==> config.mk <==
export PLATFORM = sky130hd
export DESIGN_NAME = stl_interp
export DESIGN_NICKNAME = d
export VERILOG_FILES = /design/src/rtl/stl_pkg.sv /design/src/rtl/stl_interp.sv
export SDC_FILE = /design/constraint.sdc
export NUM_CORES = 2
export LEC_CHECK = 0
export BUFFER_PORTS_ARGS = -buffer_cell sky130_fd_sc_hd__buf_2
export CORE_UTILIZATION = 50
export CTS_CLUSTER_SIZE = 10
export DETAILED_ROUTE_END_ITERATION = 10
export MAX_ROUTING_LAYER = met4
export PLACE_DENSITY = 0.66
export RECOVER_POWER = 100
export SYNTH_ARGS = -nofsm -noshare
export SYNTH_HDL_FRONTEND = slang
export SYNTH_SLANG_ARGS = --single-unit
==> constraint.sdc <==
create_clock -name clk -period 11.4 [get_ports clk]
set_input_delay 2.28 -clock clk [delete_from_list [all_inputs] [get_ports clk]]
set_output_delay 2.28 -clock clk [all_outputs]
set_load 0.03 [all_outputs]
==> src/rtl/stl_pkg.sv <==
// ----------------------------------------------------------------------------
// stl_pkg: shared types and constants of the slip torque limiter
// breakpoint and gain tables, datapath widths, config register codes
// ----------------------------------------------------------------------------
package stl_pkg;

  // table geometry
  localparam int SPEED_POINTS = 5;
  localparam int SLIP_POINTS  = 9;
  localparam int SPD_IW       = $clog2(SPEED_POINTS);
  localparam int SLP_IW       = $clog2(SLIP_POINTS);

  // datapath widths, set by the table contents
  localparam int SPD_W  = 12;  // clamped speed, at most 2560
  localparam int SLP_W  = 14;  // clamped slip, at most 16220
  localparam int DV_W   = 10;  // speed offset and span, at most 640
  localparam int DS_W   = 12;  // slip offset and span, at most 3277
  localparam int GAIN_W = 16;
  localparam int BL_W   = 26;  // gain blended along speed
  localparam int DEN_W  = 22;  // speed span times slip span
  localparam int NUM_W  = 38;  // full bilinear numerator
  localparam int QUO_W  = 16;  // biased gain quotient
  localparam int DVS_W  = DEN_W + 1;
  localparam int DIVN_W = DVS_W + QUO_W;
  localparam int ERR_W  = 17;
  localparam int PROD_W = 34;
  localparam int RED_SHIFT = 14;
  localparam int TQ_W   = 15;

  // pipeline depth
  localparam int INTERP_STAGES = 5;
  localparam int LIMIT_STAGES  = 3;
  localparam int LATENCY       = INTERP_STAGES + QUO_W + LIMIT_STAGES;

  // gain is biased positive for the unsigned divider
  localparam logic signed [QUO_W:0] GAIN_BIAS = 17'sd32768;
  localparam logic signed [PROD_W-1:0] RND_HALF = 34'sd8192;

  // configuration registers
  localparam int CFG_IDX_W = 1;
  localparam logic [CFG_IDX_W-1:0] CFG_SLIP_TARGET  = 1'b0;
  localparam logic [CFG_IDX_W-1:0] CFG_TORQUE_LIMIT = 1'b1;
  localparam logic [15:0]     SLIP_TARGET_RST  = 16'd1311;
  localparam logic [TQ_W-1:0] TORQUE_LIMIT_RST = 15'd7450;

  // breakpoints, speed Q8.8 and slip Q2.14
  localparam logic [SPD_W-1:0] SPEED_BP [SPEED_POINTS] =
    '{12'd26, 12'd640, 12'd1280, 12'd1920, 12'd2560};
  localparam logic [SLP_W-1:0] SLIP_BP [SLIP_POINTS] =
    '{14'd1638, 14'd2130, 14'd2458, 14'd3277, 14'd4096,
      14'd6554, 14'd9830, 14'd13107, 14'd16220};

  // proportional gain, Q8.8, rows by speed
  localparam logic signed [GAIN_W-1:0] GAIN_TAB [SPEED_POINTS][SLIP_POINTS] = '{
    '{16'sd0, 16'sd0, 16'sd0, 16'sd0, 16'sd0, 16'sd0, 16'sd0,
      -16'sd7001, -16'sd4098},
    '{-16'sd3267, -16'sd3425, -16'sd3536, -16'sd3928, -16'sd5211,
      -16'sd7219, -16'sd8205, -16'sd8849, 16'sd0},
    '{-16'sd5875, -16'sd6323, -16'sd6764, -16'sd8390, -16'sd9505,
      -16'sd12119, 16'sd0, 16'sd0, 16'sd0},
    '{-16'sd7368, -16'sd7635, -16'sd8228, -16'sd9691, -16'sd10780,
      -16'sd14095, 16'sd0, 16'sd0, 16'sd0},
    '{-16'sd10131, -16'sd12720, -16'sd15361, -16'sd19816, -16'sd22394,
      16'sd0, 16'sd0, 16'sd0, 16'sd0}
  };

  // data that rides along with a request
  typedef struct packed {
    logic signed [ERR_W-1:0] err;
    logic signed [15:0]      req;
  } side_t;

  // divider stage payload
  typedef struct packed {
    logic [DVS_W-1:0] rem;
    logic [QUO_W-1:0] quo;
    logic [DVS_W-1:0] dvs;
    side_t            side;
  } div_t;

endpackage

==> src/rtl/stl_interp.sv <==
// ----------------------------------------------------------------------------
// stl_interp: clamp, segment search and bilinear blend
// five stages ending in the biased dividend for the divider chain
// ----------------------------------------------------------------------------
module stl_interp (
  input  logic               clk,
  input  logic               rst,
  input  logic               in_vld,
  input  logic [15:0]        vehicle_speed,
  input  logic signed [15:0] slip_ratio,
  input  logic signed [15:0] requested_torque,
  input  logic signed [15:0] slip_target,
  output logic               out_vld,
  output stl_pkg::div_t      dout
);
  import stl_pkg::*;

  // stage 1
  logic              vld1;
  logic [SPD_W-1:0]  spd1;
  logic [SLP_W-1:0]  slp1;
  logic [SPD_IW-1:0] i1;
  logic [SLP_IW-1:0] j1;
  side_t             side1;
  // stage 2
  logic                     vld2;
  logic signed [GAIN_W-1:0] k00, k10, k01, k11;
  logic [DV_W-1:0]          dv2, svmdv2, sv2;
  logic [DS_W-1:0]          ds2, ssmds2, ss2;
  side_t                    side2;
  // stage 3
  logic                   vld3;
  logic signed [BL_W-1:0] bla, blb;
  logic [DS_W-1:0]        ds3, ssmds3;
  logic [DEN_W-1:0]       den3;
  side_t                  side3;
  // stage 4
  logic                    vld4;
  logic signed [NUM_W-1:0] num4;
  logic [DEN_W-1:0]        den4;
  side_t                   side4;

  logic [SPD_W-1:0]  spd_c;
  logic [SLP_W-1:0]  slp_c;
  logic [SPD_IW-1:0] seg_i, i_hi;
  logic [SLP_IW-1:0] seg_j, j_hi;
  logic signed [BL_W-1:0]   bla_c, blb_c;
  logic signed [NUM_W-1:0]  num_c;
  logic signed [DIVN_W:0]   dvd_c;

  // clamp and segment search
  always_comb begin
    if (vehicle_speed < {{(16-SPD_W){1'b0}}, SPEED_BP[0]}) begin
      spd_c = SPEED_BP[0];
    end else if (vehicle_speed > {{(16-SPD_W){1'b0}}, SPEED_BP[SPEED_POINTS-1]}) begin
      spd_c = SPEED_BP[SPEED_POINTS-1];
    end else begin
      spd_c = vehicle_speed[SPD_W-1:0];
    end
    if (slip_ratio < $signed({{(16-SLP_W){1'b0}}, SLIP_BP[0]})) begin
      slp_c = SLIP_BP[0];
    end else if (slip_ratio > $signed({{(16-SLP_W){1'b0}}, SLIP_BP[SLIP_POINTS-1]})) begin
      slp_c = SLIP_BP[SLIP_POINTS-1];
    end else begin
      slp_c = slip_ratio[SLP_W-1:0];
    end
    seg_i = '0;
    for (int k = 1; k <= SPEED_POINTS - 2; k++) begin
      if (spd_c >= SPEED_BP[k]) seg_i = SPD_IW'(k);
    end
    seg_j = '0;
    for (int k = 1; k <= SLIP_POINTS - 2; k++) begin
      if (slp_c >= SLIP_BP[k]) seg_j = SLP_IW'(k);
    end
  end

  assign i_hi = i1 + 1'b1;
  assign j_hi = j1 + 1'b1;

  // blend along speed, then along slip
  assign bla_c = k00 * $signed({1'b0, svmdv2}) + k10 * $signed({1'b0, dv2});
  assign blb_c = k01 * $signed({1'b0, svmdv2}) + k11 * $signed({1'b0, dv2});
  assign num_c = bla * $signed({1'b0, ssmds3}) + blb * $signed({1'b0, ds3});

  // 2*num + den, biased by 2*den*32768 so the quotient is never negative
  assign dvd_c = (num4 <<< 1) + $signed({1'b0, den4})
               + $signed({1'b0, den4, {QUO_W{1'b0}}});

  always_ff @(posedge clk) begin
    if (rst) begin
      vld1    <= 1'b0;
      vld2    <= 1'b0;
      vld3    <= 1'b0;
      vld4    <= 1'b0;
      out_vld <= 1'b0;
    end else begin
      vld1    <= in_vld;
      vld2    <= vld1;
      vld3    <= vld2;
      vld4    <= vld3;
      out_vld <= vld4;
    end
  end

  always_ff @(posedge clk) begin
    spd1      <= spd_c;
    slp1      <= slp_c;
    i1        <= seg_i;
    j1        <= seg_j;
    side1.err <= {slip_target[15], slip_target} - {slip_ratio[15], slip_ratio};
    side1.req <= requested_torque;

    k00    <= GAIN_TAB[i1][j1];
    k10    <= GAIN_TAB[i_hi][j1];
    k01    <= GAIN_TAB[i1][j_hi];
    k11    <= GAIN_TAB[i_hi][j_hi];
    sv2    <= DV_W'(SPEED_BP[i_hi] - SPEED_BP[i1]);
    dv2    <= DV_W'(spd1 - SPEED_BP[i1]);
    svmdv2 <= DV_W'(SPEED_BP[i_hi] - spd1);
    ss2    <= DS_W'(SLIP_BP[j_hi] - SLIP_BP[j1]);
    ds2    <= DS_W'(slp1 - SLIP_BP[j1]);
    ssmds2 <= DS_W'(SLIP_BP[j_hi] - slp1);
    side2  <= side1;

    bla    <= bla_c;
    blb    <= blb_c;
    ds3    <= ds2;
    ssmds3 <= ssmds2;
    den3   <= DEN_W'(sv2 * ss2);
    side3  <= side2;

    num4  <= num_c;
    den4  <= den3;
    side4 <= side3;

    dout.rem  <= dvd_c[DIVN_W-1:QUO_W];
    dout.quo  <= dvd_c[QUO_W-1:0];
    dout.dvs  <= {den4, 1'b0};
    dout.side <= side4;
  end

endmodule

Yosys cells after proc, flatten, opt, wreduce, memory -nomap -nowiden
Memories as Yosys holds them, arrays and structs flattened.
Index checks and enable logic that the tools add are counted.

cells by class
  multiplexer cells = 36
  bitwise logic cells = 4
  add/sub/neg operators = 14
  $mul = 7
  reductions and logical operators = 4
  $lt $le $gt $ge = 18

operators with widths
  cell                                                           number
  two-way mux 144 bit                                            4
  binary-select mux 16 bit (select 4 bit)                        4
  two-way mux 16 bit                                             8
  multiplier 16 x 11 -> 26 bit                                   4
  multiplier 26 x 13 -> 38 bit                                   2
  two-way mux 12 bit                                             6
  adder 26 bit                                                   2
  >= comparator 14 x 12 -> 1 bit (second input constant)         3
  two-way mux 10 bit                                             4
  adder 39 x 23 -> 39 bit                                        1
  adder 39 bit                                                   1
  adder 38 bit                                                   1
  subtractor 12 bit                                              3
  subtractor 10 bit                                              3
  >= comparator 14 x 13 -> 1 bit (second input constant)         2
  >= comparator 14 bit (second input constant)                   2
  two-way mux 14 bit                                             2
  >= comparator 12 x 11 -> 1 bit (second input constant)         2
  multiplier 10 x 12 -> 22 bit                                   1
  subtractor 16 x 16 -> 17 bit                                   1
  > comparator 16 x 12 -> 1 bit (second input constant)          1
  > comparator 16 x 15 -> 1 bit (second input constant)          1
  less-than comparator 16 x 12 -> 1 bit (second input constant)  1
  less-than comparator 16 x 5 -> 1 bit (second input constant)   1
  13 further kinds                                               23

storage, ports and cells
  register bits = 548
  input bits = 67
  logic and storage cells = 132
  output and inout bits = 96
  memories = 6
  memory bits (read-only) = 2,944

memory list
  name              depth  width  read ports  clocked after Yosys merged registers in  wr ports  RTL line           source
  (name not given)  8      144    1           0                                        0         stl_interp.sv:116  k11 <= GAIN_TAB[i_hi][j_hi];
  (name not given)  8      144    1           0                                        0         stl_interp.sv:115  k01 <= GAIN_TAB[i1][j_hi];
  (name not given)  16     14     1           0                                        0         stl_interp.sv:122  ssmds2 <= DS_W'(SLIP_BP[j_hi] - slp1);
  (name not given)  16     14     1           0                                        0         stl_interp.sv:121  ds2 <= DS_W'(slp1 - SLIP_BP[j1]);
  (name not given)  8      12     1           0                                        0         stl_interp.sv:119  svmdv2 <= DV_W'(SPEED_BP[i_hi] - spd1);
  (name not given)  8      12     1           0                                        0         stl_interp.sv:118  dv2 <= DV_W'(spd1 - SPEED_BP[i1]);

Logic depth before layout (Yosys ltp)
  depth after elaboration = 10
  depth in mapped cells = 27
  gate-level depth less buffers = 26

Worst setup path before layout
OpenSTA, ideal clock, no wires.

  kind = reg-to-reg
  start point = reg ssmds3[5]
  end point = reg num4[37]
  cell stages (with the launch flop) = 27
  required time = 11.278 ns
  clock period less this slack = 6.589 ns
  arrival = 6.467 ns
  slack = 4.811 ns
  path buffers = 2
  setup time = 0.122 ns
  path through = dfxtp_1 clkbuf_1 nand2_1 fa_1 inv_1 fa_1 inv_1 fa_1 fa_1 inv_1 fa_1 fa_1 inv_1 fa_1 inv_1 ha_1 clkbuf_1 a21o_1 a21o_1 a21oi_1 o21ai_0 or3_1 o21ai_0 nor2_1 nor3_1 a22oi_1 xnor2_1

on the way
  word-level cells in the longest chain between the ends = 2

ends and longest elaborated chain
  element                       RTL line           source
  from (decl)                   stl_interp.sv:34   logic [DS_W-1:0] ds3, ssmds3;
  from (signal assigned)        stl_interp.sv:128  ssmds3 <= ssmds2;
  multiplier 26 x 13 -> 38 bit  stl_interp.sv:83   assign num_c = bla * $signed({1'b0, ssmds3}) + blb * $signed({1'b0, ds3});
  adder 38 bit                  stl_interp.sv:83
  via num_c[37]                 stl_interp.sv:48   logic signed [NUM_W-1:0] num_c;
  to (signal assigned)          stl_interp.sv:132  num4 <= num_c;
  to (decl)                     stl_interp.sv:39   logic signed [NUM_W-1:0] num4;

The timed path passes the listed nets, and every way through them passes these cells.
A chain may end at the register's enable or synchronous reset.

Final worst setup path
  start point = reg j1[1]
  end point = reg k11[10]

on the way
  word-level cells in the longest chain between the ends = 5

ends and longest elaborated chain
  element                                                 RTL line           source
  from (decl)                                             stl_interp.sv:23   logic [SLP_IW-1:0] j1;
  from (signal assigned)                                  stl_interp.sv:109  j1 <= seg_j;
  adder 4 x 1 -> 4 bit                                    stl_interp.sv:78   assign j_hi = j1 + 1'b1;
  inverter 4 -> 5 bit (not written as such)               stl_interp.sv:116
  binary-select mux 16 bit (select 4 bit)                 stl_interp.sv:116
  two-way mux 16 bit (not written as such) (2 in series)  stl_interp.sv:116
  to (signal assigned)                                    stl_interp.sv:116
  to (decl)                                               stl_interp.sv:27   logic signed [GAIN_W-1:0] k00, k10, k01, k11;

Every way passes these cells. The select of a mux whose other input is x is not followed.

==> results_dict.tcl <==
set metrics [dict create \
    run_status "complete, but fails checks" \
    violations "max-capacitance violations, max-slew violations" \
    yosys.area.top_type "fa_1" \
    ctsHoldBuffers 0 \
    portBuffers 159 \
    clk_pin_slew_ns 0.06 \
    antenna_found_initial 7 \
    setup-violations-final 0 \
    hold_violations 0 \
    slew_viol_final 276 \
    rows 133 \
    required_ns 11.89 \
    cts_tree "built" \
    grt_pass1_vias 49000 \
    maxCapViolations 5 \
    clock.fmax_mhz 107 \
    cts_setup_buffers 0 \
    placeableCoreArea_mm2 0.132 \
    insertion_delay_ns 0.70 \
    crit_top_cell "clkbuf_1" \
    area_delta_synth_final_pct 6.13 \
    yosysSeqAreaShare_pct 16.0 \
    clock_path_buffers 3 \
    path_cells "clkbuf_1 -> clkinv_1 -> ha_1 -> clkbuf_1 -> inv_1 -> o21ai_0 -> a21oi_1 -> o31ai_1" \
    totalWireLength_mm 168 \
    firstDrtPassIters 6 \
    synth_area_mm2 0.0667 \
    drc 0 \
    ys_ff_latch 534 \
    cts-resized-gates 0 \
    final_common_cell "inv_1" \
    max_slew_margin_pct -107 \
    worst_path_largest_cell_delay_ns 1.93 \
    ys_warn_count 0 \
    via_per_inst 5.24 \
    skew_ns 0.0452 \
    layout_common_cells "inv_1 (1541), fa_1 (1324), nand2_1 (745)" \
    stdcell_count 8787 \
    pin_count 163 \
    drtIter0Drc 3164 \
    routedWlPerCell_um 19.1 \
    crit_arrival_ns 9.82 \
    worst_slew_pin_slew_ns 3.11 \
    rsz0062_at_grt "false" \
    track_usage_pct 26.3 \
    synthTopCellsByArea "fa_1 (40%), dfxtp_1 (16%), ha_1 (10%), inv_1 (8.7%), and2_1 (6.8%)" \
    ys.flop_type "dfxtp_1" \
    min_path_type "reg2reg" \
    fillCellCount 11900 \
    die-area_mm2 0.135 \
    fp.dieH_um 367 \
    fin_tns_setup_ns 0 \
    cts.sinks 534 \
    cts-root-buf "clkbuf_16" \
    cp-end-kind "register" \
    synth_top_area_share_pct 39.7 \
    period_minus_slack_ns 9.34 \
    grt_pass1_wl_mm 270 \
    syn_inst 7033 \
    dp_hpwl_mm 137 \
    crit_path_max_fanout 62 \
    worst-setup-path-type "reg2reg" \
    die_width_um 367 \
    drive_gt1_share_pct 3.10 \
    dp.cells 8682 \
    ant_nets 0 \
    cp-start-kind "register" \
    cp_num_buf_inv 4 \
    start_util_pct 50.6 \
    async_flop_share_pct 0 \
    vias 46000 \
    cpMaxStageDelayCell "clkbuf_1" \
    gp_congestion 0.959 \
    grt_max_degree 74 \
    fin_nets 8936 \
    synth_edf_count 0 \
    critPathTopFamily "buffers and inverters" \
    cts.htree.levels 3 \
    grt_overflow 0 \
    fin_crit_sh_pct 81.9 \
    avgSynthCellArea_um2 9.48 \
    cts_buffers 70 \
    ys_types 88 \
]
## Yosys cell counts, drive strengths merged, types with 53 or more instances
cell type	n
fa	1324
clkbuf	280
dfxtp	534
xor2	53
and2	723
nor2	180
inv	1542
a21oi	194
ha	546
a21o	66
o21ai	166
xnor2	171
nand2	746
## sequential cells by signal, summed over array words and instances, names as in the netlist, 21 cells and up
name and count:
dout 92, num4 38, side1 33, side2 33
side3 33, side4 33, bla 26, blb 26
den3 21, den4 21
## layer usage
metal  wire, um  vias to the layer above  global-route usage [%]
met2      76100                     1471                    40.7
met5          0                        -                       -
li1           -                    20900                       -
met4       6860                        0                    10.1
met1      73900                    23300                    35.3
met3      10800                      277                    3.53
## cell families after synthesis
logic type               synth area share [%]
XOR/XNOR                                 2.94
multiplexers                            0.154
other                                 0.00562
buffers and inverters                    10.4
adder cells (fa/ha/maj)                  50.0
AND/OR/NAND/NOR                          14.0
AO/OA/AOI/OAI                            6.49
flip-flops                               16.0
## area by class of cell
type | instances | area (um2) | area share [%]
multi-input combinational | 4653 | 49000 | 69.2
timing repair buffer | 194 | 907 | 1.28
clock buffer | 80 | 1810 | 2.56
tap | 1755 | 2200 | 3.10
clock inverter | 23 | 358 | 0.505
sequential | 534 | 10700 | 15.1
inverter | 1546 | 5800 | 8.20
antenna | 2 | 5.00 | 0.00707
## worst paths after layout
check                 from  endpoint  slack, ns  cells past startpoint
hold / removal    side1[9]  side2[9]       0.31                      0
setup reg to reg     j1[1]   k11[10]       2.06                      8
setup / recovery     j1[1]   k11[10]       2.06                      8
hold reg to reg   side1[9]  side2[9]       0.31                      0
## metrics by stage
| stage | utilization (%) | instance area (um2) | setup WS, ns | hold slack [ns] |
|---|---|---|---|---|
| 2_1_floorplan | - | 66700 | 4.81 | 0.310 |
| 3_3_place_gp | 52.2 | 68800 | 3.68 | 0.310 |
| 3_5_place_dp | 52.2 | 68800 | 3.59 | 0.312 |
| 4_1_cts | 53.8 | 71000 | 3.58 | 0.313 |
| 5_1_grt | 53.6 | 70800 | 1.67 | 0.314 |
| 6_report | 53.6 | 70800 | 2.06 | 0.313 |
Power is left out: the tool's default activity adds up to more than one toggle a clock period on the data nets, which glitch-free logic cannot reach.
