===== src/rtl/stl_pkg.sv =====
// ----------------------------------------------------------------------------
// stl_pkg: shared types and constants of the slip torque limiter
// breakpoint and gain tables, datapath widths, config register codes
// ----------------------------------------------------------------------------
package stl_pkg;

  // table geometry
  localparam int SPEED_POINTS = 5;
  localparam int SLIP_POINTS  = 9;
  localparam int SPD_IW       = $clog2(SPEED_POINTS);
  localparam int SLP_IW       = $clog2(SLIP_POINTS);

  // datapath widths, set by the table contents
  localparam int SPD_W  = 12;  // clamped speed, at most 2560
  localparam int SLP_W  = 14;  // clamped slip, at most 16220
  localparam int DV_W   = 10;  // speed offset and span, at most 640
  localparam int DS_W   = 12;  // slip offset and span, at most 3277
  localparam int GAIN_W = 16;
  localparam int BL_W   = 26;  // gain blended along speed
  localparam int DEN_W  = 22;  // speed span times slip span
  localparam int NUM_W  = 38;  // full bilinear numerator
  localparam int QUO_W  = 16;  // biased gain quotient
  localparam int DVS_W  = DEN_W + 1;
  localparam int DIVN_W = DVS_W + QUO_W;
  localparam int ERR_W  = 17;
  localparam int PROD_W = 34;
  localparam int RED_SHIFT = 14;
  localparam int TQ_W   = 15;

  // pipeline depth
  localparam int INTERP_STAGES = 5;
  localparam int LIMIT_STAGES  = 3;
  localparam int LATENCY       = INTERP_STAGES + QUO_W + LIMIT_STAGES;

  // gain is biased positive for the unsigned divider
  localparam logic signed [QUO_W:0] GAIN_BIAS = 17'sd32768;
  localparam logic signed [PROD_W-1:0] RND_HALF = 34'sd8192;

  // configuration registers
  localparam int CFG_IDX_W = 1;
  localparam logic [CFG_IDX_W-1:0] CFG_SLIP_TARGET  = 1'b0;
  localparam logic [CFG_IDX_W-1:0] CFG_TORQUE_LIMIT = 1'b1;
  localparam logic [15:0]     SLIP_TARGET_RST  = 16'd1311;
  localparam logic [TQ_W-1:0] TORQUE_LIMIT_RST = 15'd7450;

  // breakpoints, speed Q8.8 and slip Q2.14
  localparam logic [SPD_W-1:0] SPEED_BP [SPEED_POINTS] =
    '{12'd26, 12'd640, 12'd1280, 12'd1920, 12'd2560};
  localparam logic [SLP_W-1:0] SLIP_BP [SLIP_POINTS] =
    '{14'd1638, 14'd2130, 14'd2458, 14'd3277, 14'd4096,
      14'd6554, 14'd9830, 14'd13107, 14'd16220};

  // proportional gain, Q8.8, rows by speed
  localparam logic signed [GAIN_W-1:0] GAIN_TAB [SPEED_POINTS][SLIP_POINTS] = '{
    '{16'sd0, 16'sd0, 16'sd0, 16'sd0, 16'sd0, 16'sd0, 16'sd0,
      -16'sd7001, -16'sd4098},
    '{-16'sd3267, -16'sd3425, -16'sd3536, -16'sd3928, -16'sd5211,
      -16'sd7219, -16'sd8205, -16'sd8849, 16'sd0},
    '{-16'sd5875, -16'sd6323, -16'sd6764, -16'sd8390, -16'sd9505,
      -16'sd12119, 16'sd0, 16'sd0, 16'sd0},
    '{-16'sd7368, -16'sd7635, -16'sd8228, -16'sd9691, -16'sd10780,
      -16'sd14095, 16'sd0, 16'sd0, 16'sd0},
    '{-16'sd10131, -16'sd12720, -16'sd15361, -16'sd19816, -16'sd22394,
      16'sd0, 16'sd0, 16'sd0, 16'sd0}
  };

  // data that rides along with a request
  typedef struct packed {
    logic signed [ERR_W-1:0] err;
    logic signed [15:0]      req;
  } side_t;

  // divider stage payload
  typedef struct packed {
    logic [DVS_W-1:0] rem;
    logic [QUO_W-1:0] quo;
    logic [DVS_W-1:0] dvs;
    side_t            side;
  } div_t;

endpackage


===== src/rtl/stl_limit.sv =====
// ----------------------------------------------------------------------------
// stl_limit: torque reduction and output clamp
// gain times slip error, rounding, clamps and limit flags
// ----------------------------------------------------------------------------
module stl_limit (
  input  logic                     clk,
  input  logic                     rst,
  input  logic                     in_vld,
  input  logic [stl_pkg::QUO_W-1:0] quo,
  input  stl_pkg::side_t           side,
  input  logic [stl_pkg::TQ_W-1:0] torque_limit,
  output logic                     done,
  output logic [stl_pkg::TQ_W-1:0] limited_torque,
  output logic [stl_pkg::TQ_W-1:0] torque_reduction,
  output logic                     hit_limit,
  output logic                     hit_zero
);
  import stl_pkg::*;

  localparam int RR_W = PROD_W - RED_SHIFT;

  logic                     vld_a, vld_b;
  logic signed [PROD_W-1:0] prod;
  logic signed [15:0]       req_a, req_b;
  logic [TQ_W-1:0]          red_b;

  logic signed [ERR_W-1:0]  gain_c;
  logic signed [PROD_W-1:0] prod_c, rnd_c;
  logic signed [RR_W-1:0]   rr_c;
  logic [TQ_W-1:0]          red_c;
  logic signed [16:0]       diff_c, tl_s;

  assign gain_c = $signed({1'b0, quo}) - GAIN_BIAS;
  assign prod_c = gain_c * side.err;

  // round Q22 product to Q8.8, ties up, then clamp to [0, limit]
  assign rnd_c = prod + RND_HALF;
  assign rr_c  = rnd_c[PROD_W-1:RED_SHIFT];
  always_comb begin
    if (rr_c < 0) begin
      red_c = '0;
    end else if (rr_c > $signed({{(RR_W-TQ_W){1'b0}}, torque_limit})) begin
      red_c = torque_limit;
    end else begin
      red_c = rr_c[TQ_W-1:0];
    end
  end

  assign diff_c = {req_b[15], req_b} - {2'b0, red_b};
  assign tl_s   = $signed({2'b0, torque_limit});

  always_ff @(posedge clk) begin
    if (rst) begin
      vld_a <= 1'b0;
      vld_b <= 1'b0;
      done  <= 1'b0;
    end else begin
      vld_a <= in_vld;
      vld_b <= vld_a;
      done  <= vld_b;
    end
  end

  always_ff @(posedge clk) begin
    prod  <= prod_c;
    req_a <= side.req;
    red_b <= red_c;
    req_b <= req_a;
    torque_reduction <= red_b;
    if (diff_c > tl_s) begin
      limited_torque <= torque_limit;
      hit_limit      <= 1'b1;
      hit_zero       <= 1'b0;
    end else if (diff_c < 0) begin
      limited_torque <= '0;
      hit_limit      <= 1'b0;
      hit_zero       <= 1'b1;
    end else begin
      limited_torque <= diff_c[TQ_W-1:0];
      hit_limit      <= 1'b0;
      hit_zero       <= 1'b0;
    end
  end

endmodule


===== config.mk =====
export PLATFORM = sky130hd
export DESIGN_NAME = stl_limit
export DESIGN_NICKNAME = d
export VERILOG_FILES = /design/src/rtl/stl_pkg.sv /design/src/rtl/stl_limit.sv
export SDC_FILE = /design/constraint.sdc
export NUM_CORES = 1
export LEC_CHECK = 0
export ABC_AREA = 1
export CELL_PAD_IN_SITES_DETAIL_PLACEMENT = 1
export CELL_PAD_IN_SITES_GLOBAL_PLACEMENT = 1
export CORE_MARGIN = 5
export CORE_UTILIZATION = 40
export CTS_BUF_LIST = sky130_fd_sc_hd__clkbuf_16
export DETAILED_ROUTE_END_ITERATION = 6
export DONT_BUFFER_PORTS = 1
export PLACE_DENSITY = 0.74
export SYNTH_ARGS = -nofsm -noshare
export SYNTH_HDL_FRONTEND = slang
export SYNTH_SLANG_ARGS = --single-unit

===== constraint.sdc =====
create_clock -name clk -period 6.67 [get_ports clk]
set_input_delay 1.334 -clock clk [delete_from_list [all_inputs] [get_ports clk]]
set_output_delay 1.334 -clock clk [all_outputs]
set_load 0.005 [all_outputs]

Word level (Yosys, flattened, before mapping). Index checks and enable logic that the tools add are counted.

Add/subtract/negate cells: 3. Equal/unequal tests: 0. Shift-type cells: 0. Magnitude comparators: 4. Divide/modulo/power cells: 0. Bitwise gates (word level): 0. Multipliers: 1. Multiplexer cells: 5. Reduce and logical (&&, ||, !) cells: 0.

Operator list (number): two-way mux 15 bit (3); adder 34 x 15 -> 34 bit (second input constant) (1); multiplier 17 x 17 -> 34 bit (1); greater-than comparator 20 x 16 -> 1 bit (1); less-than comparator 20 x 1 -> 1 bit (second input constant) (1); greater-than comparator 17 x 16 -> 1 bit (1); less-than comparator 17 x 1 -> 1 bit (second input constant) (1); subtractor 16 x 16 -> 17 bit (1); subtractor 16 x 16 -> 17 bit (second input constant) (1); two-way mux 1 bit (2).

Memories kept: 0. Input bits: 67. RAM bits: 0. Output and inout bits: 33. Flip-flop bits (word level): 116. ROM bits: 0. Bits in latches: 0. Logic and storage cells: 24.

Depth between registers and ports, before layout. Gate-level depths: netlist of the first run.

Depth in word-level cells: 4. Gate-level depth with buffers: 27. Mapped depth without buffers: 26.

Worst setup path after synthesis of the first run. OpenSTA, ideal clock, no wires.

Path type: input -> register. Start: input port quo[15] (netlist name). End: register prod[33]. Library setup time: 121 ps. Stages: 24. Path buffers: 1. Data required time: 6549 ps. Data arrival time: 6621 ps. Setup slack: -73 ps. Path through: inv_1 > clkbuf_1 > nand2_1 > inv_1 > fa_1 > inv_1 > fa_1 > inv_1 > fa_1 > inv_1 > fa_1 > inv_1 > fa_1 > inv_1 > fa_1 > inv_1 > ha_1 > a21oi_1 > nor2_1 > o21ai_0 > nand2_1 > a21oi_1 > nand2_1 > xor2_1.

Longest elaborated chain between the ends: 2.

RTL lines: start, declared (line stl_limit.sv:9) `input logic [stl_pkg::QUO_W-1:0] quo,`; subtractor 16 x 16 -> 17 bit (line stl_limit.sv:33) `assign gain_c = $signed({1'b0, quo}) - GAIN_BIAS;`; multiplier 17 x 17 -> 34 bit (line stl_limit.sv:34) `assign prod_c = gain_c * side.err;`; net prod_c[33] (line stl_limit.sv:28) `logic signed [PROD_W-1:0] prod_c, rnd_c;`; end signal, assigned (line stl_limit.sv:65) `prod <= prod_c;`; end, declared (line stl_limit.sv:23) `logic signed [PROD_W-1:0] prod;`.

The timed path passes the listed nets, and every way through them passes these cells. A chain may end at the register's enable or synchronous reset.

Worst setup path in the final report of the first run.
Start: input port side[32] (netlist name). End: register prod[27].

Longest elaborated chain between the ends: 1.

RTL lines: start, declared (line stl_limit.sv:10) `input stl_pkg::side_t side,`; multiplier 17 x 17 -> 34 bit (line stl_limit.sv:34); net prod_c[27] (line stl_limit.sv:28).

The timed path passes the listed nets, and every way through them passes these cells.

==> results of run 1 <==
-- layer usage --
metal	vias to the layer above	part of all wire, %
met3	58	3.7
met2	202	51
met1	6191	43
met4	0	1.9
li1	5707	-
met5	-	0
-- layout by cell type, fill, tap and decap left out, drive strengths merged, types with 2 or more instances in the layout --
cell / synthesis / final
nand2: 452 / 452
a21o: 5 / 5
nand4: 38 / 38
a21boi: 5 / 5
o21a: 4 / 4
o31ai: 2 / 2
clkinv: 0 / 3
clkinvlp: 0 / 4
ha: 127 / 127
dfxtp: 103 / 103
fa: 286 / 286
and3: 2 / 2
inv: 540 / 540
a31oi: 2 / 2
xor2: 37 / 37
or2: 4 / 4
a21oi: 64 / 64
nor3: 10 / 10
buf: 9 / 43
xnor2: 15 / 15
nand3: 49 / 49
clkbuf: 61 / 9
nor2: 114 / 114
o21ai: 31 / 31
o21bai: 4 / 4
-- per-stage QoR --
stage,setup WS [ns],std cells,hold WS (ns),TNS (ns)
3_5_place_dp,-0.195,2461,0.313,-1.12
2_1_floorplan,0.0168,1972,0.310,0
4_1_cts,0.154,2477,0.330,0
5_1_grt,-0.00555,2479,0.342,-0.00555
6_report,0.326,2479,0.326,0
3_3_place_gp,-0.0618,2461,0.311,-0.158
-- what timing repair did --
action / CTS / global route
endpoints found under the hold margin: 0 / 0
hold buffers: 0 / 0
resized for setup: 0 / 14
setup endpoints to repair: 0 / 10
setup buffers: 0 / 2
-- kinds of logic after synthesis --
family / count (synthesis) / share of synthesized area (%)
flip-flops: 103 / 13.2
AO/OA/AOI/OAI: 122 / 4.44
buffers and inverters: 610 / 14.8
AND/OR/NAND/NOR: 672 / 17.9
XOR/XNOR: 52 / 2.96
adder cells (fa/ha/maj): 413 / 46.7
-- layout make-up --
class	instances	area (um^2)	share of cell area, %
Clock buffer	9	225	1.35
Clock inverter	7	47.5	0.286
Inverter	540	2040	12.3
Multi-Input combinational cell	1259	11300	67.9
Sequential cell	103	2060	12.4
Tap cell	518	648	3.90
Timing Repair Buffer	43	323	1.94
-- flip-flops by register name (all words and copies together) (netlist names) --
signal,count
done,1
hit_limit,1
hit_zero,1
limited_torque,15
prod,21
red_b,15
req_a,16
req_b,16
torque_reduction,15
vld_a,1
vld_b,1
-- path summary, 6_finish.rpt --
kind,start,endpoint,slack (ns),cells past startpoint
max,side[32],prod[27]$_DFF_P_,0.33,19
max reg2reg,red_b[6]$_SDFF_PN0_,limited_torque[13]$_DFF_P_,2.15,18
min,req_a[0]$_DFF_P_,req_b[0]$_DFF_P_,0.33,0
min reg2reg,req_a[0]$_DFF_P_,req_b[0]$_DFF_P_,0.33,0
==> impl_metrics.csv, run 1 <==
group,metric,value,unit
setup_path,slowest_delay,0.55,ns
place,io_buffers,0,
setup_path,worstPathRequired,6.93,ns
detailed_routing,via_per_inst,4.90,
die,core_area,38600,um^2
global_route,busiest_layer,"met2",
layout,utilization,43.0,%
outcome,status,"completed",
layout,areaGrowthSynthToFinish,6.31,%
clock_network,cts.htree.levels,3,
layout,drive_gt1_share,5.00,%
clock_network,clock_latency,0.35,ns
synth,synthTopCellsByArea,"fa_1 37%, dfxtp_1 13%, inv_1 13%",
place,routabilityCongestion,0.883,
global_route,first_global_vias,13871,
die,die_w,208,um
setup_path,path_cells,"clkinvlp_4 -> nor2_1 -> fa_1 -> fa_1 -> fa_1 -> fa_1 -> fa_1 -> inv_1 -> fa_1 -> inv_1 -> ha_1 -> a21oi_1 -> o21ai_0 -> buf_4 -> a21oi_1 -> o221a_2 -> nand2_1 -> nand2_1 -> nand2_1",
global_route,grt_use_total,20.6,%
synth,synth_edf_count,0,
setup_path,crit_arrival,6.60,ns
layout,fillCellCount,4720,
synth,yosysTopAreaCellShare,36.6,%
timing,slew_headroom,49.1,%
global_route,grt_start_max_net_pins,32,
clock_network,cts_buffers,9,
detailed_routing,drtAntennaViolNets,0,
detailed_routing,post_drt_wl_per_cell,17.4,um
die,io_pins,100,
timing,final.min_clock_period,6.34,ns
detailed_routing,drc,0,
global_route,antenna_found_initial,0,
timing,finalSetupViolCount,0,
clock_network,cts_tree,"yes",
global_route,grt_use_met3,2.90,%
synth,yosys.area.top_type,"fa_1",
place,place_area,16300,um^2
clock_network,clk_pin_slew,0.08,ns
setup_path,cp_top_family,"adder cells",
detailed_routing,drt_iter0_drc,628,
run,cap_violations,0,
layout,n_antenna_cell,0,
clock_network,cts-root-buf,"clkbuf_16",
timing,drv_slew,0,
die,die-area,43200,um^2
setup_path,path_common_cell,"fa_1",
setup_path,critical_path_buf_inv_count,4,
timing,fmax,0.158,GHz
die,start_util,40.5,%
synth,yosysSeqAreaShare,13.2,%
die,num_rows,72,
global_route,grt_use_met1,26.9,%
synth,synthesis.instances,1972,
clock_network,clockBufferDepth,2,
global_route,grt_overflow_total,0,
detailed_routing,vias,12158,
timing,fin_crit_sh,95.1,%
hold_path,hold_class,"flop to flop",
synth,ys.warnings.count,0,
layout,finalInstanceArea,16600,um^2
timing,fin_skew,0.0136,ns
setup_path,endpoint_kind,"flop",
setup_path,worstPathMaxFanout,11,
synth,synth_common_cells,"540 x inv_1, 447 x nand2_1, 286 x fa_1",
detailed_routing,wirelength,43.2,mm
global_route,use_met2,36.7,%
detailed_routing,dr.pass1.iters,5,
synth,ys_ff_latch,103,
layout,nets,2436,
timing,hold_violations,0,
synth,synth.most_common_cell,"inv_1",
global_route,grt_pass1_wl,72.4,mm
die,fp.dieH,208,um
setup_path,slowest_stage,"fa_1",
synth,syn_nets,2452,
synth,synthDistinctLibCells,44,
synth,async_flop_share,0,%
setup_path,path_class,"primary input to flop",
synth,netlist_area,15600,um^2
synth,synth_ff_type,"dfxtp_1",
clock_network,cts_sinks,103,
place,dp_hpwl,37.1,mm
setup_path,start_kind,"primary input",
timing,worst_slew_pin_slew,0.760,ns
synth,syn_area_per_cell,7.94,um^2
Power of run 1 is not shown: default switching activity piles up to over one toggle a cycle in this logic, so the estimate is an artifact.
==> run 2, diff against run 1 <==
--- a/config.mk
+++ b/config.mk
@@ -8,7 +8,7 @@
 export ABC_AREA = 1
 export CELL_PAD_IN_SITES_DETAIL_PLACEMENT = 1
 export CELL_PAD_IN_SITES_GLOBAL_PLACEMENT = 1
-export CORE_MARGIN = 5
+export CORE_ASPECT_RATIO = 1.4
 export CORE_UTILIZATION = 40
 export CTS_BUF_LIST = sky130_fd_sc_hd__clkbuf_16
 export DETAILED_ROUTE_END_ITERATION = 6
==> run 2 against run 1 <==
  * Maximum frequency shrank 0.51%
  * Sequential share of layout area is essentially flat
  * Critical path depth stayed put
  * Worst hold slack better by 0.0034 ns
  * Clock skew shrank 0.0022 ns
  * Flip-flop and latch count unchanged
  * Via count is 0.67% higher
  * Critical endpoint is now prod[33]$_DFF_P_
  * Largest cell class unchanged
  * Highest routed layer unchanged
==> impl_metrics.csv, run 2 (synthesis results as in run 1) <==
group,metric,value,unit
timing,worst_slew_pin_slew,0.796,ns
timing,drv_slew,0,
timing,finalSetupViolCount,0,
global_route,first_global_vias,14402,
setup_path,start_kind,"primary input",
layout,nets,2437,
setup_path,worstPathMaxFanout,8,
die,start_util,40.6,%
clock_network,clockBufferDepth,2,
place,io_buffers,0,
layout,areaGrowthSynthToFinish,6.28,%
layout,layout_commonest_cell,"inv_1",
detailed_routing,wirelength,42.9,mm
global_route,antenna_found_initial,0,
layout,final_cell_mix,"537 x inv_1, 447 x nand2_1, 285 x fa_1",
timing,hold_violations,0,
layout,top_register,"prod",
outcome,status,"completed",
place,dp_hpwl,36.9,mm
timing,fin_crit_sh,95.6,%
global_route,busiest_layer,"met2",
layout,largest_register_ffs,21,
clock_network,clk_pin_slew,0.07,ns
place,place_area,16300,um^2
detailed_routing,drc,0,
setup_path,worstPathRequired,6.95,ns
clock_network,cts_buffers,9,
detailed_routing,drtAntennaViolNets,0,
global_route,grt_pass1_wl,71.6,mm
setup_path,endpoint_kind,"flop",
die,fp.dieH,236,um
clock_network,cts_setup_buffers,0,
layout,drive_gt1_share,4.64,%
die,die-area,39900,um^2
place,routabilityCongestion,0.919,
layout,finalInstanceArea,16600,um^2
layout,fillCellCount,4773,
global_route,use_met2,44.7,%
layout,n_antenna_cell,0,
detailed_routing,via_per_inst,4.93,
setup_path,crit_arrival,6.66,ns
clock_network,cts_sinks,103,
detailed_routing,vias,12240,
timing,final.min_clock_period,6.38,ns
hold_path,hold_class,"flop to flop",
setup_path,path_class,"primary input to flop",
timing,fmax,0.157,GHz
timing,fin_skew,0.0114,ns
clock_network,cts-root-buf,"clkbuf_16",
timing,grt_setup_unrepaired,"true",
timing,slew_headroom,46.7,%
clock_network,cts.htree.levels,3,
global_route,grt_use_met3,2.25,%
detailed_routing,drt_iter0_drc,387,
clock_network,ctsHoldBuffers,0,
die,num_rows,85,
die,die_w,169,um
global_route,grt_start_max_net_pins,32,
global_route,grt_use_total,23.0,%
layout,multi_input_area,11300,um^2
clock_network,clock_latency,0.36,ns
die,core_area,38500,um^2
clock_network,cts.repair.resized,0,
timing,holdWs,0.330,ns
die,io_pins,100,
place,pre_cts_ws,-0.289,ns
detailed_routing,dr.pass1.iters,4,
global_route,grt_overflow_total,0,
layout,utilization,43.2,%
global_route,grt_use_met1,23.7,%
timing,timing.final.ws_setup,0.293,ns
layout,top_regs,"prod: 21 flops, req_a: 16 flops, req_b: 16 flops",
detailed_routing,post_drt_wl_per_cell,17.3,um
clock_network,cts_tree,"yes",
run,cap_violations,0,
layout,ff_latch_area,2060,um^2
run 2: cell types whose count changed in the layout (fill, tap and decap cells not counted), sizes merged:
cell      before  now
buf           43   44
clkinv         3    2
clkinvlp       4    1
inv          540  544
run 2: path summary, 6_finish.rpt:
| path | start | end | slack [ns] | cells past startpoint |
|---|---|---|---|---|
| min | req_a[3]$_DFF_P_ | req_b[3]$_DFF_P_ | 0.33 | 0 |
| max | quo[15] | prod[33]$_DFF_P_ | 0.29 | 19 |
| min reg2reg | req_a[3]$_DFF_P_ | req_b[3]$_DFF_P_ | 0.33 | 0 |
| max reg2reg | req_b[0]$_DFF_P_ | limited_torque[11]$_DFF_P_ | 2.41 | 22 |
run 2: layer usage:
layer / routed length (um) / part of all wire, %
met1: 15600 / 36
met2: 23700 / 55
met3: 1080 / 2.5
met4: 2490 / 5.8
met5: 0 / 0
run 2: through the flow:
step,instances,setup TNS [ns]
2_1_floorplan,1972,0
3_3_place_gp,2468,-0.217
3_5_place_dp,2468,-1.07
4_1_cts,2484,0
5_1_grt,2484,-0.0164
6_report,2484,0
run 2: final cells by class:
| cell class | count | share of cell area, % |
|---|---|---|
| Clock buffer | 9 | 1.35 |
| Inverter | 540 | 12.2 |
| Clock inverter | 7 | 0.331 |
| Sequential cell | 103 | 12.4 |
| Multi-Input combinational cell | 1259 | 67.8 |
| Timing Repair Buffer | 44 | 1.99 |
| Tap cell | 522 | 3.93 |
run 2: worst max-delay path, stage by stage:
cell	delay [ns]
inv_1	0.21
buf_4	0.21
nand2_1	0.09
fa_1	0.63
inv_1	0.12
buf_4	0.16
fa_1	0.54
fa_1	0.54
fa_1	0.53
fa_1	0.53
inv_1	0.06
fa_1	0.54
inv_1	0.04
ha_1	0.33
inv_1	0.07
nor4_1	0.37
nand3_1	0.12
nand2_1	0.09
xor2_1	0.14
Power of run 2 is left out for the same reason.
