**src/rtl/stl_pkg.sv**
```systemverilog
// ----------------------------------------------------------------------------
// stl_pkg: shared types and constants of the slip torque limiter
// breakpoint and gain tables, datapath widths, config register codes
// ----------------------------------------------------------------------------
package stl_pkg;

  // table geometry
  localparam int SPEED_POINTS = 5;
  localparam int SLIP_POINTS  = 9;
  localparam int SPD_IW       = $clog2(SPEED_POINTS);
  localparam int SLP_IW       = $clog2(SLIP_POINTS);

  // datapath widths, set by the table contents
  localparam int SPD_W  = 12;  // clamped speed, at most 2560
  localparam int SLP_W  = 14;  // clamped slip, at most 16220
  localparam int DV_W   = 10;  // speed offset and span, at most 640
  localparam int DS_W   = 12;  // slip offset and span, at most 3277
  localparam int GAIN_W = 16;
  localparam int BL_W   = 26;  // gain blended along speed
  localparam int DEN_W  = 22;  // speed span times slip span
  localparam int NUM_W  = 38;  // full bilinear numerator
  localparam int QUO_W  = 16;  // biased gain quotient
  localparam int DVS_W  = DEN_W + 1;
  localparam int DIVN_W = DVS_W + QUO_W;
  localparam int ERR_W  = 17;
  localparam int PROD_W = 34;
  localparam int RED_SHIFT = 14;
  localparam int TQ_W   = 15;

  // pipeline depth
  localparam int INTERP_STAGES = 5;
  localparam int LIMIT_STAGES  = 3;
  localparam int LATENCY       = INTERP_STAGES + QUO_W + LIMIT_STAGES;

  // gain is biased positive for the unsigned divider
  localparam logic signed [QUO_W:0] GAIN_BIAS = 17'sd32768;
  localparam logic signed [PROD_W-1:0] RND_HALF = 34'sd8192;

  // configuration registers
  localparam int CFG_IDX_W = 1;
  localparam logic [CFG_IDX_W-1:0] CFG_SLIP_TARGET  = 1'b0;
  localparam logic [CFG_IDX_W-1:0] CFG_TORQUE_LIMIT = 1'b1;
  localparam logic [15:0]     SLIP_TARGET_RST  = 16'd1311;
  localparam logic [TQ_W-1:0] TORQUE_LIMIT_RST = 15'd7450;

  // breakpoints, speed Q8.8 and slip Q2.14
  localparam logic [SPD_W-1:0] SPEED_BP [SPEED_POINTS] =
    '{12'd26, 12'd640, 12'd1280, 12'd1920, 12'd2560};
  localparam logic [SLP_W-1:0] SLIP_BP [SLIP_POINTS] =
    '{14'd1638, 14'd2130, 14'd2458, 14'd3277, 14'd4096,
      14'd6554, 14'd9830, 14'd13107, 14'd16220};

  // proportional gain, Q8.8, rows by speed
  localparam logic signed [GAIN_W-1:0] GAIN_TAB [SPEED_POINTS][SLIP_POINTS] = '{
    '{16'sd0, 16'sd0, 16'sd0, 16'sd0, 16'sd0, 16'sd0, 16'sd0,
      -16'sd7001, -16'sd4098},
    '{-16'sd3267, -16'sd3425, -16'sd3536, -16'sd3928, -16'sd5211,
      -16'sd7219, -16'sd8205, -16'sd8849, 16'sd0},
    '{-16'sd5875, -16'sd6323, -16'sd6764, -16'sd8390, -16'sd9505,
      -16'sd12119, 16'sd0, 16'sd0, 16'sd0},
    '{-16'sd7368, -16'sd7635, -16'sd8228, -16'sd9691, -16'sd10780,
      -16'sd14095, 16'sd0, 16'sd0, 16'sd0},
    '{-16'sd10131, -16'sd12720, -16'sd15361, -16'sd19816, -16'sd22394,
      16'sd0, 16'sd0, 16'sd0, 16'sd0}
  };

  // data that rides along with a request
  typedef struct packed {
    logic signed [ERR_W-1:0] err;
    logic signed [15:0]      req;
  } side_t;

  // divider stage payload
  typedef struct packed {
    logic [DVS_W-1:0] rem;
    logic [QUO_W-1:0] quo;
    logic [DVS_W-1:0] dvs;
    side_t            side;
  } div_t;

endpackage

```
**src/rtl/stl_div_step.sv**
```systemverilog
// ----------------------------------------------------------------------------
// stl_div_step: one restoring division step
// shifts one dividend bit into the partial remainder, emits one quotient bit
// ----------------------------------------------------------------------------
module stl_div_step (
  input  logic          clk,
  input  logic          rst,
  input  logic          in_vld,
  input  stl_pkg::div_t din,
  output logic          out_vld,
  output stl_pkg::div_t dout
);
  import stl_pkg::*;

  logic [DVS_W:0]   trial;
  logic [DVS_W+1:0] diff;
  logic             ge;

  assign trial = {din.rem, din.quo[QUO_W-1]};
  assign diff  = {1'b0, trial} - {2'b0, din.dvs};
  assign ge    = !diff[DVS_W+1];

  always_ff @(posedge clk) begin
    if (rst) begin
      out_vld <= 1'b0;
    end else begin
      out_vld <= in_vld;
    end
  end

  always_ff @(posedge clk) begin
    dout.rem  <= ge ? diff[DVS_W-1:0] : trial[DVS_W-1:0];
    dout.quo  <= {din.quo[QUO_W-2:0], ge};
    dout.dvs  <= din.dvs;
    dout.side <= din.side;
  end

endmodule

```
**config.mk**
```make
export PLATFORM = sky130hd
export DESIGN_NAME = stl_div_step
export DESIGN_NICKNAME = d
export VERILOG_FILES = /design/src/rtl/stl_pkg.sv /design/src/rtl/stl_div_step.sv
export SDC_FILE = /design/constraint.sdc
export NUM_CORES = 1
export LEC_CHECK = 0
export BUFFER_PORTS_ARGS = -buffer_cell sky130_fd_sc_hd__buf_4
export CORE_MARGIN = 2
export CORE_UTILIZATION = 34
export CTS_CLUSTER_DIAMETER = 150
export DETAILED_ROUTE_END_ITERATION = 6
export PLACE_DENSITY = 0.71
export SETUP_SLACK_MARGIN = 0.3
export SLEW_MARGIN = 0
export SYNTH_ARGS = -nofsm -noshare
export SYNTH_HDL_FRONTEND = slang
export SYNTH_SLANG_ARGS = --single-unit
```
**constraint.sdc**
```tcl
create_clock -name clk -period 2.85 [get_ports clk]
set_input_delay 0.285 -clock clk [delete_from_list [all_inputs] [get_ports clk]]
set_output_delay 0.285 -clock clk [all_outputs]
set_load 0.05 [all_outputs]
```
**Yosys cells after proc, flatten, opt, wreduce, memory -nomap -nowiden**

Index checks and enable logic that the tools add are counted.

- Register bits after elaboration: 96
- Input bits: 98

- Add/subtract/negate cells: 1
- Muxes and demuxes: 1
- Reductions and logical operators: 1

Operator list:

| operator | number |
|---|---|
| 24-bit by 23-bit subtractor with 25-bit output | 1 |
| 23-bit two-way mux | 1 |
| 1-bit logical NOT | 1 |

**Longest topological paths before layout**

Gate-level depths: netlist (run 1).

- Word-level depth: 2
- Mapped depth: 11

**Least setup slack after synthesis (run 1)**

No wires, ideal clock.

- Kind: input-to-reg
- From: input din[71] in the netlist's numbering
- To: register dout[82] in the netlist's numbering
- Library setup time: 0.121 ns
- Arrival: 2.455 ns
- Required time: 2.729 ns
- Setup slack: 0.274 ns
- Cell stages on the path: 11
- Cells stage by stage: inv_1 ha_1 fa_1 nand2b_1 a21oi_2 o21ai_2 a2111oi_4 nor2_8 inv_6 buf_12 mux2_4

- Cells in the longest elaborated chain, start to end: 2

Ends and longest elaborated chain:

| element | line | source |
|---|---|---|
| start: declaration | stl_div_step.sv:9 | `input stl_pkg::div_t din,` |
| 24-bit by 23-bit subtractor with 25-bit output | stl_div_step.sv:20 | `assign diff = {1'b0, trial} - {2'b0, din.dvs};` |
| 23-bit two-way mux | stl_div_step.sv:32 | `dout.rem <= ge ? diff[DVS_W-1:0] : trial[DVS_W-1:0];` |
| end: declaration | stl_div_step.sv:11 | `output stl_pkg::div_t dout` |

Every way passes these cells.
A chain may end at the register's enable or synchronous reset.

**Worst setup path after layout (run 1)**

- From: input din[35] in the netlist's numbering
- To: register dout[76] in the netlist's numbering

The elaborated chain is that of the path after synthesis.

==> flow_summary.yaml, run 1 <==
status:
  status: "finished, final reports clean"
power:
  total_power_uw: 3656
  worst_ir_drop_vdd_mv: 0.3721
  power.density_mw_per_mm2: 585.8
  power.leakage_uw: 0.002949
clocking:
  root_buffer: "clkbuf_8"
  clk_path_buf_depth: 2
  cts_htree_levels: 3
  cts_buffers: 9
  cts_tree: "built"
  clock-sinks: 96
  clk_pin_slew_ns: 0.10
place:
  gp_congestion: 0.8617
  dp_cells: 686
  hpwlAfterDp_um: 8458
  place.port_buffers: 193
  dp_slack_ns: 0.1508
global_route:
  grt_pass1_vias: 3584
  grt_pass1_wl_um: 17650
  antenna_found_initial: 0
  grt_max_degree: 18
  grt_usage: 0.1967
  overflow: 0
sta:
  fin_setup_tns_ns: 0
  setup_viol: 0
  finalCritPeriodShare: 0.8622
  min_period_ns: 2.457
  worstMarginPinSlew_ns: 0.5769
  slew_headroom: 0.6146
  setup_slack_ns: 0.3926
  finalHoldWorstSlack_ns: 0.02129
  clock.fmax_mhz: 406.9
  rsz0062_at_grt: "false"
  drv_slew: 0
  final-hold-violation-count: 0
final_layout:
  drive_gt1_frac: 0.4051
  stdcell_count: 767
  final_common_cell: "buf_4"
  syn_to_final_growth_pct: 66.99
  nNetsFinal: 744
  fillers: 888
  diodes: 0
  layout_common_cells: "buf_4, dfxtp_1, dlygate4sd3_1"
logic_synthesis:
  ys_ff_latch: 96
  async_reset_ff_frac: 0
  syn_area_mm2: 0.003737
  synth_top_flop_cell: "dfxtp_1"
  synth_cell_type_count: 61
  synthCells: 351
  syn_area_per_cell_um2: 10.65
  yosys_warnings: 0
  synth-edff-count: 0
  yosysSeqAreaShare: 0.5142
  synth_fp_nets: 473
die:
  row_count: 38
  die_x_um: 108.8
  initial_utilization: 0.3463
  ioPinCount: 194
  dieHeight_um: 108.8
  die-area_mm2: 0.01185
  core_mm2: 0.01079
critical_path:
  crit_fanout: 16
  endpoint_kind: "register"
  startpoint: "din[35]"
  start_kind: "input port"
  endpoint: "dout[76]"
  arrival_ns: 2.74
  worstPathRequired_ns: 3.13
  worstSetupPathType: "input port to register"
route:
  drt-pass1-iter-count: 4
  drt_iter0_drc: 185
  vias: 3536
  vias_per_cell: 4.610
  post-route-drc-count: 0
  wl_um: 11720
  ant_nets: 0
  avgRoutedWirePerCell_um: 15.27
worst_hold_path:
  worstHoldStart: "din[38]"
  hp-class: "input port to register"
job:
  maxCapViolCount: 0
[per-stage QoR]
step	area [µm²]	utilization
floorplan	3755	-
global placement	5380	0.4985
detailed placement	5380	0.4985
CTS	6178	0.5725
global route	6241	0.5783
finish	6241	0.5783
[critical path, cell delays in order]
cell	delay (ns)
dlygate4sd3_1	0.57
buf_4	0.12
inv_1	0.05
ha_4	0.29
nand2b_4	0.07
a21oi_4	0.17
o21ai_2	0.12
a2111oi_4	0.30
buf_4	0.20
nor2_8	0.05
inv_6	0.15
mux2_2	0.35
[metal layers]
| metal | vias to the layer above | track usage | part of all wire |
|---|---|---|---|
| met5 | - | 0 | 0 |
| met4 | 0 | 0.09432 | 0.020 |
| met3 | 15 | 0.03467 | 0.072 |
| met2 | 131 | 0.3549 | 0.51 |
| met1 | 1607 | 0.2235 | 0.39 |
| li1 | 1783 | - | - |
[synth_stat cells (2+ instances only)]
library cell,n,area (µm²)
a211oi_1,2,15.01
a21boi_0,3,22.52
a21o_1,5,37.54
a21oi_1,27,135.1
a21oi_2,2,17.52
a31oi_1,4,25.02
and4_2,2,20.02
clkbuf_2,2,10.01
dfxtp_1,96,1922
ha_1,23,287.8
inv_1,26,97.59
mux2_2,7,78.83
mux2_4,5,75.07
nand2_1,22,82.58
nand2b_1,3,18.77
nand3_1,12,60.06
nor2_1,14,52.55
nor2b_1,5,31.28
nor3_1,8,40.04
nor3b_1,3,22.52
nor4_1,3,18.77
o2111ai_1,2,17.52
o211ai_1,3,22.52
o21a_1,5,37.54
o21ai_0,16,80.08
o21ai_1,3,15.01
o31ai_1,3,22.52
o41ai_2,2,32.53
or2_2,2,12.51
xnor2_1,7,61.31
xor2_1,4,35.03
[area by class of cell]
type                            instances  area, µm²  share of cell area
Tap cell                              140      175.2             0.02807
Inverter                               27      106.4             0.01704
Clock buffer                           10      137.6             0.02205
Sequential cell                        96       1922              0.3079
Multi-Input combinational cell        223       1700              0.2725
Timing Repair Buffer                  265       2150              0.3444
Clock inverter                          6      50.05            0.008019
[sequential cells by signal (all words and copies together), names as in the netlist]
signal,count
dout,95
out_vld,1
[worst min-delay path by stage]
stage                          end  slack [ns]  depth (start not counted)
after floorplan            dout[0]        0.31                          0
after global placement     dout[6]        0.39                          1
after detailed placement  dout[19]        0.39                          1
after CTS                 dout[49]     0.00009                          1
after global routing      dout[38]       0.002                          1
final                     dout[38]        0.02                          1
[where the power goes]
group	leakage, µW	internal (µW)	switching [µW]
combinational	0.00204	500	783
clock	0.0000952	354	515
sequential	0.000810	1470	39.1
[repair_timing]
action                                  CTS  global route
buffers inserted                          0             1
resized for setup                         0             5
endpoints found under the setup margin    0            18
endpoints found under the hold margin    61             3
hold buffers                             61             3
[logic make-up (layout without fill, tap and decap cells)]
family                   after synthesis  after routing  share of synthesized area
flip-flops                            96             96                     0.5142
AO/OA/AOI/OAI                         90             90                     0.1691
AND/OR/NAND/NOR                       85             85                     0.1225
buffers and inverters                 32            308                    0.04218
adder cells (fa/ha/maj)               24             24                    0.08236
multiplexers                          13             13                    0.04386
XOR/XNOR                              11             11                    0.02578
Note: power is estimated with default switching activity, not from simulation.
==> run 2: changes to the inputs <==
--- a/config.mk
+++ b/config.mk
@@ -9,6 +9,7 @@
 export CORE_MARGIN = 2
 export CORE_UTILIZATION = 34
 export CTS_CLUSTER_DIAMETER = 150
+export CTS_CLUSTER_SIZE = 8
 export DETAILED_ROUTE_END_ITERATION = 6
 export PLACE_DENSITY = 0.71
 export SETUP_SLACK_MARGIN = 0.3
==> constraint.sdc (replaced) <==
create_clock -name clk -period 2.85 [get_ports clk]
set_input_delay 0 -clock clk [delete_from_list [all_inputs] [get_ports clk]]
set_output_delay 0 -clock clk [all_outputs]
set_load 0.05 [all_outputs]
==> run 2 against run 1 <==
Setup slack lost 0.013 ns. Count of clock-buffer cells in the layout is 1 higher. Hold slack improved by 0.14 ns. Die area stayed put. Critical path depth shrank 1. Largest cell class unchanged. Highest routed layer unchanged.
==> flow_summary.yaml, run 2 (synthesis gave the netlist of run 1 again) <==
worst_hold_path:
  hold_end: "dout[73]"
  hp-class: "input port to register"
  worstHoldStart: "din[33]"
  min_path_cells: 4
clocking:
  clk_path_buf_depth: 2
  cts_htree_levels: 3
  root_buffer: "clkbuf_8"
  cts_tree: "built"
  cts_buffers: 9
  clock-sinks: 96
  clk_pin_slew_ns: 0.09
critical_path:
  path_cells: "dlygate4sd3_1 -> buf_4 -> inv_1 -> ha_1 -> a21o_1 -> a211oi_2 -> o21ai_1 -> a31o_4 -> nor2_8 -> clkinv_8 -> mux2_4"
  start_kind: "input port"
  cp_slowest_cell: "dlygate4sd3_1"
  cpPeakStageDelay_ns: 0.52
  startpoint: "din[54]"
  worstSetupPathType: "input port to register"
  arrival_ns: 2.74
  path_buf_inv: 4
  crit_fanout: 16
  endpoint_kind: "register"
  worstPathRequired_ns: 3.12
  path_delay_family: "compound AO/OA/AOI/OAI gates"
sta:
  drv_slew: 0
  clock.fmax_mhz: 404.8
  slew_headroom: 0.6120
  worstMarginPinSlew_ns: 0.5820
  setup_viol: 0
  fin_setup_tns_ns: 0
  min_period_ns: 2.470
  final-hold-violation-count: 0
  finalCritPeriodShare: 0.8668
  rsz0062_at_grt: "false"
route:
  ant_nets: 0
  post-route-drc-count: 0
  drt-pass1-iter-count: 4
  vias: 3701
  avgRoutedWirePerCell_um: 15.50
  vias_per_cell: 4.649
  drt_iter0_drc: 134
  wl_um: 12340
global_route:
  grt_pass1_wl_um: 18500
  antenna_found_initial: 0
  grt_pass1_vias: 3849
  grt_usage: 0.2052
  overflow: 0
  grt_max_degree: 17
final_layout:
  layout_common_cells: "buf_4, dlygate4sd3_1, dfxtp_1"
  top_register: "dout"
  drive_gt1_frac: 0.3780
  stdcell_area_mm2: 0.006545
  largest_reg_flops: 95
  diodes: 0
  nNetsFinal: 773
  syn_to_final_growth_pct: 75.13
  final_common_cell: "buf_4"
  largestRegisters: "dout: 95 flops, out_vld: 1 flops"
power:
  power.density_mw_per_mm2: 574.3
  worst_ir_drop_vdd_mv: 0.3681
  power.leakage_uw: 0.003077
place:
  place_area_mm2: 0.005325
  hpwlAfterDp_um: 8413
  gp_congestion: 0.8469
  place.port_buffers: 193
die:
  die-area_mm2: 0.01185
  initial_utilization: 0.3463
  row_count: 38
  core_mm2: 0.01079
  ioPinCount: 194
  dieHeight_um: 108.8
  die_x_um: 108.8
job:
  maxCapViolCount: 0
status:
  status: "finished, final reports clean"
[run 2: repair_timing]
| action | in CTS | in global routing |
|---|---|---|
| hold endpoints to repair | 95 | 2 |
| setup buffers | 0 | 2 |
| gates resized for setup | 0 | 7 |
| endpoints found under the setup margin | 0 | 15 |
| hold buffers | 94 | 3 |
[run 2: how the worst max path moves through the flow]
stage | to | slack [ns] | cells after the start
3_3_place_gp | dout[81] | 0.38 | 10
4_1_cts | dout[81] | 0.32 | 10
3_5_place_dp | dout[76] | 0.32 | 10
5_1_grt | dout[78] | 0.30 | 12
6_report | dout[85] | 0.38 | 11
2_1_floorplan | dout[82] | 0.56 | 11
[run 2: final cells by class]
class	count	area, µm²
sequential	96	1922
timing repair buffer	294	2450
inverter	27	113.9
multi-input combinational	223	1679
clock inverter	5	63.81
tap	140	175.2
clock buffer	11	141.4
fill	899	4248
[run 2: routing by layer]
layer | track usage | vias up | share of wire
met4 | 0.1053 | 0 | 0.033
met5 | 0 | - | 0
met2 | 0.3656 | 149 | 0.50
met3 | 0.04722 | 27 | 0.070
li1 | - | 1841 | -
met1 | 0.2273 | 1684 | 0.40
[run 2: stage by stage]
stage	utilization	total power (µW)	hold slack, ns	std cells	worst slack, ns
2_1_floorplan	-	2326	0.02772	351	0.5587
3_3_place_gp	0.4934	2710	0.1045	681	0.3847
3_5_place_dp	0.4934	2720	0.1056	681	0.3204
4_1_cts	0.5996	3757	-0.2775	791	0.3174
5_1_grt	0.6064	3927	0.1737	796	0.2957
6_report	0.6064	3759	0.1585	796	0.3795
[run 2: tightest hold or removal path, stage by stage]
cell and delay (ns):
buf_4 0.09, ha_1 0.18, fa_1 0.17, a21oi_1 0.05
[run 2: report_power, final]
| part | internal [µW] | switching, µW |
|---|---|---|
| clock | 438 | 504 |
| combinational | 517 | 793 |
| sequential | 1470 | 40.9 |
==> run 3: changes to the inputs <==
==> constraint.sdc (replaced) <==
create_clock -name clk -period 2.6 [get_ports clk]
set_input_delay 0 -clock clk [delete_from_list [all_inputs] [get_ports clk]]
set_output_delay 0 -clock clk [all_outputs]
set_load 0.05 [all_outputs]
==> run 3 against run 2 <==
Routed wire length down 1.7%. Total power up 6.7%. First-iteration DRC count up 53%. Cell count up 0.13%. Count of clock-buffer cells in the layout unchanged. Largest cell class unchanged.
==> flow_summary.yaml, run 3 (synthesis gave the netlist of run 1 again) <==
status:
  status: "finished, final reports clean"
job:
  maxCapViolCount: 0
place:
  place.port_buffers: 193
  hpwlAfterDp_um: 8457
  gp_congestion: 0.8809
sta:
  min_period_ns: 2.216
  slew_headroom: 0.5277
  drv_slew: 0
  final-hold-violation-count: 0
  rsz0062_at_grt: "false"
  worstMarginPinSlew_ns: 0.7042
  finalCritPeriodShare: 0.8523
  setup_viol: 0
  fin_setup_tns_ns: 0
  clock.fmax_mhz: 451.2
route:
  top_layer: "met4"
  wl_met3_um: 829
  met2_length_um: 6185
  drt_iter0_drc: 205
  vias_per_cell: 4.689
  wl_met1_um: 4746
  wl_um: 12130
  post-route-drc-count: 0
  drt-pass1-iter-count: 4
  vias: 3737
  avgRoutedWirePerCell_um: 15.22
  ant_nets: 0
clocking:
  clk_path_buf_depth: 2
  cts_buffers: 9
  cts_tree: "built"
  root_buffer: "clkbuf_8"
  cts_htree_levels: 3
  clock-sinks: 96
  clk_pin_slew_ns: 0.09
final_layout:
  largestRegisters: "dout: 95 flops, out_vld: 1 flops"
  fin_util: 0.6039
  layout_common_cells: "buf_4, dlygate4sd3_1, dfxtp_1"
  drive_gt1_frac: 0.3729
  fillers: 908
  top_register: "dout"
  final_common_cell: "buf_4"
  diodes: 0
  nNetsFinal: 774
  syn_to_final_growth_pct: 74.39
  largest_reg_flops: 95
critical_path:
  endpoint: "dout[82]"
  endpoint_kind: "register"
  startpoint: "din[55]"
  start_kind: "input port"
  worstPathRequired_ns: 2.86
  arrival_ns: 2.48
  crit_fanout: 16
  worstSetupPathType: "input port to register"
die:
  initial_utilization: 0.3463
  die-area_mm2: 0.01185
  ioPinCount: 194
  core_mm2: 0.01079
  die_x_um: 108.8
  dieHeight_um: 108.8
  row_count: 38
global_route:
  grt_pass1_wl_um: 18750
  antenna_found_initial: 0
  overflow: 0
  grt_pass1_vias: 3894
  grt_usage: 0.2077
  grt_max_degree: 17
power:
  power.leakage_uw: 0.003051
  power.density_mw_per_mm2: 615.5
  worst_ir_drop_vdd_mv: 0.3097
worst_hold_path:
  hp-class: "input port to register"
[run 3: changes by cell type in the layout (fill, tap and decap cells not counted), sizes merged]
cell	change
bufinv	-1
clkinv	-2
clkinvlp	+2
dlygate4sd3	+1
inv	+1
[run 3: worst min path at each step]
stage,startpoint,end,depth (start not counted)
3_5_place_dp,din[32],dout[32],1
2_1_floorplan,din[0],dout[0],0
3_3_place_gp,din[32],dout[32],1
4_1_cts,din[33],dout[33],1
5_1_grt,din[73],dout[74],4
6_report,din[73],dout[74],4
[run 3: worst max-delay path, cell delays in order]
cell and delay, ns:
dlygate4sd3_1 0.53, buf_4 0.10, inv_1 0.03, ha_1 0.44, a211oi_2 0.24, o21ai_1 0.16, a31o_4 0.29, nor2_8 0.26
inv_8 0.12, mux2_4 0.31
[run 3: stage by stage]
stage | instance area (µm²) | total power [µW] | hold slack, ns | setup WS (ns) | instances
after floorplan | 3737 | 2550 | 0.02772 | 0.3087 | 351
after global routing | 6518 | 4221 | 0.1724 | 0.3120 | 797
after global placement | 5340 | 2977 | 0.1045 | 0.1302 | 683
after CTS | 6472 | 4040 | -0.2781 | 0.3681 | 794
final | 6518 | 4012 | 0.1441 | 0.3839 | 797
after detailed placement | 5340 | 2990 | 0.1054 | 0.08382 | 683
[run 3: power by group]
group / internal, µW / switching [µW]
logic: 573 / 863
registers: 1610 / 44.8
clock network: 381 / 544
[run 3: final cells by class]
class,count,area [µm²],share of cell area
clock buffers,11,141.4,0.02169
flip-flops and latches,96,1922,0.2949
clock inverters,5,40.04,0.006143
well taps,140,175.2,0.02688
inverters,27,108.9,0.01670
multi-input cells,223,1670,0.2563
repair buffers,295,2460,0.3774
[run 3: repair_timing]
| action | CTS | global route |
|---|---|---|
| endpoints found under the hold margin | 95 | 2 |
| endpoints found under the setup margin | 0 | 9 |
| hold buffers | 95 | 3 |
| gates resized for setup | 0 | 4 |
| setup buffers | 0 | 0 |
[run 3: routing by layer]
layer | global-route usage | vias up
met5 | 0 | -
met4 | 0.1090 | 0
met3 | 0.04782 | 26
met2 | 0.3670 | 135
met1 | 0.2316 | 1730
li1 | - | 1846
